===== config.mk =====
export PLATFORM = sky130hd
export DESIGN_NAME = positional_list_insert_delete
export DESIGN_NICKNAME = d
export VERILOG_FILES = /design/src/hdl/pli_pkg.sv /design/src/hdl/pli_ram.sv /design/src/hdl/pli_dp.sv /design/src/hdl/pli_ctrl.sv /design/src/hdl/positional_list_insert_delete.sv
export SDC_FILE = /design/constraint.sdc
export NUM_CORES = 1
export LEC_CHECK = 0
export BUFFER_PORTS_ARGS = -buffer_cell sky130_fd_sc_hd__buf_2
export CAP_MARGIN = 30
export CELL_PAD_IN_SITES_DETAIL_PLACEMENT = 0
export CELL_PAD_IN_SITES_GLOBAL_PLACEMENT = 1
export CORE_MARGIN = 2
export CORE_UTILIZATION = 50
export DETAILED_ROUTE_END_ITERATION = 10
export PLACE_DENSITY = 0.73
export SLEW_MARGIN = 40
export SYNTH_ARGS = -nofsm -noshare
export SYNTH_HDL_FRONTEND = slang
export SYNTH_SLANG_ARGS = --single-unit

===== constraint.sdc =====
create_clock -name clk -period 3.3 [get_ports clk]
set_input_delay 0.165 -clock clk [delete_from_list [all_inputs] [get_ports clk]]
set_output_delay 0.165 -clock clk [all_outputs]
set_load 0.02 [all_outputs]

===== src/hdl/pli_pkg.sv =====
// Package for the positional list block: request and response payload types,
// command and status structs between controller and datapath, and codes.
// No dependencies.
package pli_pkg;

	localparam int CAPACITY_DEF = 32;

	// Request modes.
	localparam logic [1:0] MODE_INS = 2'd0;
	localparam logic [1:0] MODE_DEL = 2'd1;
	localparam logic [1:0] MODE_RD  = 2'd2;

	// Response status codes.
	localparam logic [1:0] ST_DONE   = 2'd0;
	localparam logic [1:0] ST_BADPOS = 2'd1;
	localparam logic [1:0] ST_FULL   = 2'd2;

	typedef struct packed {
		logic [1:0]         mode;
		logic [5:0]         position;
		logic signed [31:0] value;
	} req_t;

	typedef struct packed {
		logic [1:0]         status;
		logic signed [31:0] word_out;
		logic [5:0]         count;
	} rsp_t;

	// Controller to datapath.
	typedef struct packed {
		logic accept;
		logic step;
		logic drain;
		logic put;
		logic res_load;
	} dp_cmd_t;

	// Datapath to controller.
	typedef struct packed {
		logic chk_ok;
		logic chk_nomove;
		logic ins;
		logic last;
	} dp_stat_t;

endpackage


===== src/hdl/pli_ram.sv =====
// Generic simple dual-port RAM: one write port, one read port with registered
// read data. No dependencies.
module pli_ram #(
	parameter int WIDTH = 32,
	parameter int DEPTH = 32
) (
	input  logic                     clk,
	input  logic                     we,
	input  logic [$clog2(DEPTH)-1:0] waddr,
	input  logic [WIDTH-1:0]         wdata,
	input  logic [$clog2(DEPTH)-1:0] raddr,
	output logic [WIDTH-1:0]         rdata
);

	logic [WIDTH-1:0] mem_q [DEPTH];
	logic [WIDTH-1:0] rdata_q;

	always_ff @(posedge clk) begin
		if (we) begin
			mem_q[waddr] <= wdata;
		end
		rdata_q <= mem_q[raddr];
	end

	assign rdata = rdata_q;

endmodule


===== src/hdl/pli_dp.sv =====
// Datapath of the positional list: entry count, request registers, the move
// pipeline over the list RAM and the response register.
// Depends on pli_pkg and pli_ram.
module pli_dp #(
	parameter int CAPACITY = pli_pkg::CAPACITY_DEF
) (
	input  logic              clk,
	input  logic              arst_n,
	input  pli_pkg::req_t     req,
	input  pli_pkg::dp_cmd_t  cmd,
	output pli_pkg::dp_stat_t stat,
	output pli_pkg::rsp_t     rsp
);

	localparam int AW   = $clog2(CAPACITY);
	localparam int CW   = $clog2(CAPACITY + 1);
	localparam int CMPW = (CW > 6 ? CW : 6) + 1;

	logic [CW-1:0]      count_q;
	logic [1:0]         mode_q;
	logic [1:0]         status_q;
	logic [AW-1:0]      idx_q;
	logic signed [31:0] value_q;
	logic signed [31:0] word_q;
	logic [AW-1:0]      rd_ptr_q;
	logic [CW-1:0]      remain_q;
	logic               mv_vld_s1;
	logic               mv_cap_s1;
	logic [AW-1:0]      mv_addr_s1;
	pli_pkg::rsp_t      rsp_q;

	logic [CMPW-1:0] pos_x;
	logic [CMPW-1:0] n_x;
	logic [CMPW-1:0] moves_x;
	logic [1:0]      chk_status;
	logic [CW-1:0]   remain_init;
	logic [AW-1:0]   ptr_init;
	logic            is_ins;
	logic            cap_now;
	logic [CW+5:0]   cnt_ext;

	logic            ram_we;
	logic [AW-1:0]   ram_waddr;
	logic [31:0]     ram_wdata;
	logic [31:0]     ram_rdata;

	assign pos_x   = CMPW'(req.position);
	assign n_x     = CMPW'(count_q);
	assign moves_x = n_x - pos_x + CMPW'(1);

	// Classify the request on offer against the current length.
	always_comb begin
		chk_status  = pli_pkg::ST_BADPOS;
		remain_init = CW'(moves_x);
		ptr_init    = AW'(pos_x - CMPW'(1));
		unique case (req.mode)
			pli_pkg::MODE_INS: begin
				ptr_init = AW'(n_x - CMPW'(1));
				if (pos_x != '0 && pos_x <= n_x + CMPW'(1)) begin
					chk_status = (count_q == CW'(CAPACITY)) ? pli_pkg::ST_FULL
					                                        : pli_pkg::ST_DONE;
				end
			end
			pli_pkg::MODE_DEL: begin
				if (pos_x != '0 && pos_x <= n_x) begin
					chk_status = pli_pkg::ST_DONE;
				end
			end
			pli_pkg::MODE_RD: begin
				remain_init = CW'(1);
				if (pos_x != '0 && pos_x <= n_x) begin
					chk_status = pli_pkg::ST_DONE;
				end
			end
			default: begin
				chk_status = pli_pkg::ST_BADPOS;
			end
		endcase
	end

	assign is_ins = (mode_q == pli_pkg::MODE_INS);
	// The first read of a delete or a read fetches the requested word itself.
	assign cap_now = !is_ins && (rd_ptr_q == idx_q);

	assign stat.chk_ok     = (chk_status == pli_pkg::ST_DONE);
	assign stat.chk_nomove = (remain_init == '0);
	assign stat.ins        = is_ins;
	assign stat.last       = (remain_q == CW'(1));

	always_ff @(posedge clk or negedge arst_n) begin
		if (!arst_n) begin
			count_q   <= '0;
			mv_vld_s1 <= 1'b0;
		end else begin
			mv_vld_s1 <= cmd.step;
			if (cmd.put) begin
				count_q <= count_q + CW'(1);
			end else if (cmd.drain && mode_q == pli_pkg::MODE_DEL) begin
				count_q <= count_q - CW'(1);
			end
		end
	end

	always_ff @(posedge clk) begin
		if (cmd.accept) begin
			mode_q   <= req.mode;
			status_q <= chk_status;
			idx_q    <= AW'(pos_x - CMPW'(1));
			value_q  <= req.value;
			word_q   <= '0;
			rd_ptr_q <= ptr_init;
			remain_q <= remain_init;
		end else begin
			if (cmd.step) begin
				rd_ptr_q <= is_ins ? rd_ptr_q - AW'(1) : rd_ptr_q + AW'(1);
				remain_q <= remain_q - CW'(1);
			end
			if (mv_vld_s1 && mv_cap_s1) begin
				word_q <= ram_rdata;
			end
		end
		mv_cap_s1  <= cap_now;
		mv_addr_s1 <= is_ins ? rd_ptr_q + AW'(1) : rd_ptr_q - AW'(1);
		if (cmd.res_load) begin
			rsp_q.status   <= status_q;
			rsp_q.word_out <= word_q;
			rsp_q.count    <= cnt_ext[5:0];
		end
	end

	assign cnt_ext = {6'd0, count_q};

	assign ram_we    = cmd.put || (mv_vld_s1 && !mv_cap_s1);
	assign ram_waddr = cmd.put ? idx_q : mv_addr_s1;
	assign ram_wdata = cmd.put ? value_q : ram_rdata;

	pli_ram #(
		.WIDTH(32),
		.DEPTH(CAPACITY)
	) u_ram (
		.clk  (clk),
		.we   (ram_we),
		.waddr(ram_waddr),
		.wdata(ram_wdata),
		.raddr(rd_ptr_q),
		.rdata(ram_rdata)
	);

	assign rsp = rsp_q;

	a_no_wr_clash: assert property (@(posedge clk) disable iff (!arst_n)
		!(cmd.put && mv_vld_s1 && !mv_cap_s1))
		else $error("insert write collides with a move write");

	a_cnt_range: assert property (@(posedge clk) disable iff (!arst_n)
		count_q <= CW'(CAPACITY))
		else $error("entry count above capacity");

	a_put_room: assert property (@(posedge clk) disable iff (!arst_n)
		cmd.put |-> count_q < CW'(CAPACITY))
		else $error("insert into a full list");

	a_read_written: assert property (@(posedge clk) disable iff (!arst_n)
		cmd.step |-> CW'(rd_ptr_q) < count_q)
		else $error("move reads beyond the list");

endmodule


===== src/hdl/pli_ctrl.sv =====
// Controller of the positional list: request and response handshakes and the
// state machine that sequences the datapath. Depends on pli_pkg.
module pli_ctrl (
	input  logic              clk,
	input  logic              arst_n,
	input  logic              req_valid,
	output logic              req_ready,
	output logic              rsp_valid,
	input  logic              rsp_ready,
	input  pli_pkg::dp_stat_t stat,
	output pli_pkg::dp_cmd_t  cmd
);

	typedef enum logic [4:0] {
		S_IDLE  = 5'b00001,
		S_RUN   = 5'b00010,
		S_DRAIN = 5'b00100,
		S_PUT   = 5'b01000,
		S_DONE  = 5'b10000
	} state_t;

	state_t state_q;
	state_t state_d;
	logic   rsp_valid_q;
	logic   slot_free;

	assign slot_free = !rsp_valid_q || rsp_ready;
	assign req_ready = (state_q == S_IDLE);
	assign rsp_valid = rsp_valid_q;

	always_comb begin
		state_d = state_q;
		cmd     = '0;
		unique case (state_q)
			S_IDLE: begin
				if (req_valid) begin
					cmd.accept = 1'b1;
					if (!stat.chk_ok) begin
						state_d = S_DONE;
					end else if (stat.chk_nomove) begin
						state_d = S_PUT;
					end else begin
						state_d = S_RUN;
					end
				end
			end
			S_RUN: begin
				cmd.step = 1'b1;
				if (stat.last) begin
					state_d = S_DRAIN;
				end
			end
			S_DRAIN: begin
				cmd.drain = 1'b1;
				state_d   = stat.ins ? S_PUT : S_DONE;
			end
			S_PUT: begin
				cmd.put = 1'b1;
				state_d = S_DONE;
			end
			S_DONE: begin
				if (slot_free) begin
					cmd.res_load = 1'b1;
					state_d      = S_IDLE;
				end
			end
			default: begin
				state_d = S_IDLE;
			end
		endcase
	end

	always_ff @(posedge clk or negedge arst_n) begin
		if (!arst_n) begin
			state_q     <= S_IDLE;
			rsp_valid_q <= 1'b0;
		end else begin
			state_q <= state_d;
			if (cmd.res_load) begin
				rsp_valid_q <= 1'b1;
			end else if (rsp_ready) begin
				rsp_valid_q <= 1'b0;
			end
		end
	end

	a_load_when_free: assert property (@(posedge clk) disable iff (!arst_n)
		cmd.res_load |-> slot_free)
		else $error("response overwritten before it was taken");

	a_run_follows: assert property (@(posedge clk) disable iff (!arst_n)
		(state_q == S_RUN && stat.last) |=> state_q == S_DRAIN)
		else $error("move pipeline not drained");

	a_accept_idle: assert property (@(posedge clk) disable iff (!arst_n)
		cmd.accept |=> state_q != S_IDLE)
		else $error("request accepted but not processed");

endmodule


===== src/hdl/positional_list_insert_delete.sv =====
// Top level of the positional list: ordered list of signed words with
// insert, delete and read by 1-based position. Depends on pli_pkg, pli_ctrl, pli_dp.
//
//  channel | handshake            | payload
//  --------+----------------------+----------------------------------
//  request | req_valid, req_ready | req.mode, req.position, req.value
//  response| rsp_valid, rsp_ready | rsp.status, rsp.word_out, rsp.count
//
// One request at a time; req_ready is high only while the block is idle.
// With n entries and position p, an insert runs S_RUN over n-p+1 entries, S_DRAIN
// and S_PUT (S_PUT alone when appending); a delete or read runs S_RUN and S_DRAIN;
// a rejected request goes straight to S_DONE. The list RAM moves one entry per cycle
// in S_RUN. The next request can be taken in the cycle after the response is loaded.
// Reset clears the entry count, the state and rsp_valid; list contents are undefined until written.
// A response stalled by rsp_ready holds the next request's response in the final state.
module positional_list_insert_delete #(
	parameter int CAPACITY = pli_pkg::CAPACITY_DEF
) (
	input  logic          clk,
	input  logic          arst_n,
	input  logic          req_valid,
	output logic          req_ready,
	input  pli_pkg::req_t req,
	output logic          rsp_valid,
	input  logic          rsp_ready,
	output pli_pkg::rsp_t rsp
);

	pli_pkg::dp_cmd_t  cmd;
	pli_pkg::dp_stat_t stat;

	pli_ctrl u_ctrl (
		.clk      (clk),
		.arst_n   (arst_n),
		.req_valid(req_valid),
		.req_ready(req_ready),
		.rsp_valid(rsp_valid),
		.rsp_ready(rsp_ready),
		.stat     (stat),
		.cmd      (cmd)
	);

	pli_dp #(
		.CAPACITY(CAPACITY)
	) u_dp (
		.clk   (clk),
		.arst_n(arst_n),
		.req   (req),
		.cmd   (cmd),
		.stat  (stat),
		.rsp   (rsp)
	);

endmodule

Word-level counts from Yosys, hierarchy flattened

Memories as Yosys holds them, arrays and structs flattened. A register that Yosys moved wholly into a read port is not among the register bits.
Cells that the tools add are included.

Bits in registers: 143
Bits in writable memories: 1,024
Input bits: 44
Output and inout port bits: 42
Logic and storage cells: 98
Memories: 1

$add $sub $neg: 10
Order comparisons: 2
Equality and inequality tests: 14
Muxes and demuxes: 34
Reductions and logical operators: 21

Memories:

| name             | words | bits a word | rd ports | clocked after memory_dff | write ports | line          | RTL |
|---|---|---|---|---|---|---|---|
| u_dp.u_ram.mem_q | 32    | 32          | 1        | 1                        | 1           | pli_ram.sv:15 | `logic [WIDTH-1:0] mem_q [DEPTH];` |

Operators by type and width:

| kind                                                                  | count |
|---|---|
| 5-bit 2-to-1 mux                                                      | 11 |
| 32-bit 2-to-1 mux                                                     | 1 |
| 6-bit 2-to-1 mux                                                      | 5 |
| 5-bit case mux with 5 select lines                                    | 1 |
| 5-bit by 1-bit subtractor with 5-bit output, second input constant    | 3 |
| 6-bit by 1-bit adder with 6-bit output, second input constant         | 2 |
| 1-bit 2-to-1 mux                                                      | 12 |
| 6-bit by 1-bit subtractor with 6-bit output, second input constant    | 2 |
| 6-bit by 1-bit adder with 7-bit output, second input constant         | 1 |
| 6-bit by 7-bit <= comparator with 1-bit output                        | 1 |
| 7-bit nonzero test                                                    | 1 |
| 6-bit by 1-bit equality test with 1-bit output, second input constant | 1 |
| 6-bit equality test, second input constant                            | 1 |
| 6-bit <= comparator                                                   | 1 |
| 1-bit logical AND                                                     | 6 |
| 2-bit logical NOT                                                     | 3 |
| 6-bit logical NOT                                                     | 1 |
| 2-bit nonzero test                                                    | 3 |
| 6-bit subtractor                                                      | 1 |
| 5-bit by 1-bit adder with 5-bit output, second input constant         | 1 |
| 5-bit by 1-bit equality test with 1-bit output, second input constant | 1 |
| 5-bit by 2-bit equality test with 1-bit output, second input constant | 1 |
| 5-bit by 3-bit equality test with 1-bit output, second input constant | 1 |
| 5-bit by 4-bit equality test with 1-bit output, second input constant | 1 |
| other kinds (13)                                                      | 19 |

Logic depth before layout (Yosys ltp)

Depth after elaboration: 9
Depth in mapped cells: 11
Gate-level depth less buffers: 11

By module

From an unflattened synthesis, not the netlist that was laid out.

Cell total of the unflattened synthesis: 2,802
Area total of the unflattened synthesis: 47,055.1 um^2

Modules (own cells, without submodules):

| module   | instances | cells each | area each (um^2) |
|---|---|---|---|
| pli_ram  | 1         | 2,260      | 40,485.1 |
| pli_dp   | 1         | 502        | 6,180.9 |
| pli_ctrl | 1         | 40         | 389.1 |

Worst setup path after synthesis

Ideal clock, no wire load.

Path kind: register to register
Start point: register u_ctrl.state_q[0]
End point: memory u_dp.u_ram.mem_q[10][0], enable pin
Arrival time: 3.169 ns
Slack: -0.290 ns
Stages on the path, launching flop included: 8
Path buffers: 2
Clock period less this slack: 3.590 ns
Cell sequence: dfstp_2 > nor3_1 > nand3b_1 > clkbuf_1 > clkbuf_1 > a31oi_1 > or2_2 > nor2_1

Cells in the longest elaborated chain, start to end: 5
Elaborated cells on any way between the ends: 6

Ends and longest elaborated chain:

| item                                             | line           | RTL |
|---|---|---|
| from (decl)                                      | pli_ctrl.sv:22 | `state_t state_q;` |
| from (signal assigned)                           | pli_ctrl.sv:78 | `state_q <= state_d;` |
| 5-bit by 4-bit equality test with 1-bit output * | pli_ctrl.sv:34 | `unique case (state_q)` |
| 1-bit 2-to-1 mux *                               | pli_ctrl.sv:34 |  |
| 1-bit logical OR                                 | pli_dp.sv:133  | `assign ram_we = cmd.put \|\| (mv_vld_s1 && !mv_cap_s1);` |
| 1-bit 2-to-1 mux                                 | pli_ram.sv:19  | `if (we) begin` |
| 1-bit 2-to-1 mux (implied by the code)           | pli_ram.sv:20  | `mem_q[waddr] <= wdata;` |
| to (decl)                                        | pli_ram.sv:15  |  |

Every way passes the cells marked *; elsewhere a longest branch is shown, timed or not.

Final worst setup path

Start point: register u_ctrl.state_q[1]
End point: memory u_dp.u_ram.mem_q[6][9], enable pin

Same word-level chain as after synthesis.

==> metrics.md <==
| Metric | Value |
|---|---|
| Peak supply drop | 566 uV |
| Die area | 94500 sq um |
| DRC viols | 0 |
| Crit path launch | u_ctrl.state_q[1] |
| Worst R2R Start | u_ctrl.state_q[1] |
| # nets final | 2411 |
| Seq/Total Area, Yosys | 76.6% |
| Final Cycle Share | 88.3% |
| Critical path class | reg -> reg |
| PwrDens | 867 nW/um^2 |
| Synth Warn # | 0 |
| Startpoint types | flip-flop |
| Sinks on the clock net | 1199 |
| Final setup violation count | 0 |
| Fmax | 0.343 GHz |
| Top Ports | 86 |
| CTS tree | built |
| Clock skew | 0.0259 ns |
| Number of synthesized register bits | 1199 |
| Pins over their slew limit | 0 |
| Commonest non-fill, non-tap cell in the layout | edfxtp_1 |
| Status | finished clean |
| Reg2reg end | u_dp.u_ram.mem_q[6][9] |
| Netlist cell types | 42 |
| Post-Layout Cell Count | 3616 |
| Post-synth ARST share | 1.08% |
| Share of layout cells above drive strength 1 | 32.3% |
| Post-CTS Setup Bufs | 0 |
| Deepest clock path buffer count | 3 |
| Arr. time, crit path | 3.29 ns |
| Static Leak | 17.2 nW |
| Slew margin rel. | 49.6% |
| Root Driver | clkbuf_16 |
| Avg Cell Area, Syn | 22.1 sq um |
| Largest net degree at the start of global routing | 68 |
| RSZ-0062 raised after global routing | false |
| Die Y | 307 microns |
| EDFF count, synth | 1116 |
| R2r worst-path depth | 8 |
| Most frequent cells in the layout | edfxtp_1, mux4_2, clkbuf_16 |
| Vias in the first global route | 22200 |
| Worst hold-check path type | in -> reg |
| Hold Slack | 0.0500 ns |
| Max cap viols | 0 |
| Die Wd | 307 microns |
| Most used DFF post-synth | edfxtp_1 |
| Initial antenna violation count | 7 |
| Crit path required time | 3.68 ns |
| Net Count, Synth | 2163 |
| HPWL after DPL | 65000 microns |
| Core area | 91400 sq um |
| FILL cells | 6473 |
| Cell Rows | 111 |
| First-pass GRT wire length | 155000 microns |
| Least-Margin Pin Slew | 0.756 ns |
| Clk_lat worst skew | 0.69 ns |
| Final hold vios | 0 |
| P&R area growth vs syn | 16.1% |
| Drt total wl | 106000 microns |
| PortBufs | 85 |
| Setup slack, reg-to-reg | 0.39 ns |
| Gate Count Post-Synth | 2082 |
| DRT Pass-1 Iters | 5 |
| CP Capture Type | flip-flop |
| Final Wtd Congestion | 0.819 |
| CP Capture Point | u_dp.u_ram.mem_q[6][9] |
| Via count | 22000 |
| Total grt overflow | 0 |
| FF/Latch Area | 35200 sq um |
| CTS buffer count | 117 |
| Avg WL per Cell | 29.4 microns |
| Reg clk slew, reported paths | 0.06 ns |
| Initial cell density of the core | 50.4% |
| Total GRT Usage | 22.8% |
| H-tree levels | 3 |
| N_diodes | 0 |
| Antenna Nets Post-Route | 0 |
| Placed Cells | 3356 |
| Area of the multi-input gates | 10500 sq um |
| Area of the mapped netlist | 46000 sq um |
| DR iter-0 viols | 2692 |
| Fin crit period | 2.91 ns |
| CP max FO | 19 |
| Via density | 6.09 |
==> registers in the layout, indices dropped and copies added, names as in the netlist, 6 cells and up <==
| signal | count |
|---|---|
| u_dp.count_q | 6 |
| u_dp.remain_q | 6 |
| u_dp.rsp | 40 |
| u_dp.u_ram.mem_q | 1024 |
| u_dp.u_ram.rdata | 32 |
| u_dp.value_q | 32 |
| u_dp.word_q | 32 |
==> cells in the mapped netlist, types with 6 or more instances <==
| master | n | area, sq um |
|---|---|---|
| nand3_1 | 9 | 45.0 |
| nor2_1 | 44 | 165 |
| xor2_1 | 10 | 87.6 |
| dfxtp_1 | 70 | 1400 |
| nand2b_1 | 9 | 56.3 |
| mux4_2 | 320 | 7210 |
| a21oi_1 | 42 | 210 |
| edfxtp_1 | 1116 | 33500 |
| a21o_1 | 7 | 52.6 |
| ha_1 | 34 | 425 |
| nor3_1 | 11 | 55.1 |
| o22ai_1 | 6 | 37.5 |
| mux2_2 | 64 | 721 |
| xnor2_1 | 26 | 228 |
| buf_2 | 11 | 55.1 |
| o21ai_0 | 18 | 90.1 |
| nand2_1 | 98 | 368 |
| buf_4 | 18 | 135 |
| buf_1 | 11 | 41.3 |
| dfrtp_1 | 12 | 300 |
| mux2i_1 | 6 | 60.1 |
| clkbuf_1 | 57 | 214 |
| inv_1 | 29 | 109 |
==> worst max-delay path: stages, from the launching register on <==
cell	delay (ns)
dfrtp_1	0.40
nor3_1	0.28
nand3b_1	0.33
buf_4	0.34
nor3b_1	0.20
a31oi_1	0.09
nand2b_1	0.35
nor2_4	0.37
buf_12	0.22
==> repair_timing <==
item                                   in CTS  in global routing
hold buffers                               41                  0
gates resized for setup                     0                  0
endpoints found under the hold margin      54                  0
==> metal layers <==
layer | track usage, % | vias to the layer above | part of all wire [%] | wire (microns)
met5 | 0 | - | 0.025 | 27
met3 | 4.95 | 121 | 9.1 | 9700
li1 | - | 9122 | - | -
met2 | 34.9 | 974 | 47 | 50100
met4 | 5.34 | 4 | 1.7 | 1800
met1 | 34.1 | 11800 | 42 | 44600
==> worst min-delay path by stage <==
stage | from | endpoint | slack (ns) | cells after the start
floorplan | arst_n | u_ctrl.rsp_valid | -0.13 | 0
global placement | arst_n | u_ctrl.rsp_valid | 0.09 | 1
detailed placement | arst_n | u_ctrl.rsp_valid | 0.09 | 1
CTS | req[35] | u_dp.idx_q[3] | 0.006 | 3
global route | req[35] | u_dp.idx_q[3] | 0.04 | 3
finish | req[35] | u_dp.idx_q[3] | 0.05 | 3
==> logic make-up after synthesis <==
logic type / after synthesis / synth area share, %
DFF: 1199 / 76.6
muxes: 390 / 17.4
and+or+nand+nor: 200 / 1.93
buffers and inverters: 128 / 1.25
AOI/OAI and AO/OA: 92 / 1.16
adders and majority gates: 37 / 1.05
xor gates and xnor gates: 36 / 0.685
==> power by group <==
group / leakage (nW) / switching, mW / internal [mW]
clock network: 1.90 / 5.59 / 7.99
registers: 10.8 / 0.460 / 19.4
logic: 4.47 / 7.61 / 5.27
total: 17.2 / 13.7 / 32.7
==> through the flow <==
stage	cell area, sq um	total power, mW	setup WS [ns]	TNS, ns	utilization, %
floorplan	46100	28.1	-0.290	-75.08	-
finish	53400	46.3	0.385	0	58.4
CTS	53400	46.7	0.427	0	58.4
detailed placement	49100	33.1	0.439	0	53.7
global placement	49100	32.8	0.506	0	53.7
global route	53400	48.0	0.213	0	58.4
==> layout make-up <==
type	count	share of cell area, %
timing repair buffer	228	4.08
clock inverter	71	1.47
clock buffer	148	5.89
multi-input combinational	755	19.6
inverter	29	0.208
tap	1186	2.78
sequential	1199	66.0
No activity file was read; power rests on OpenSTA's default activity.
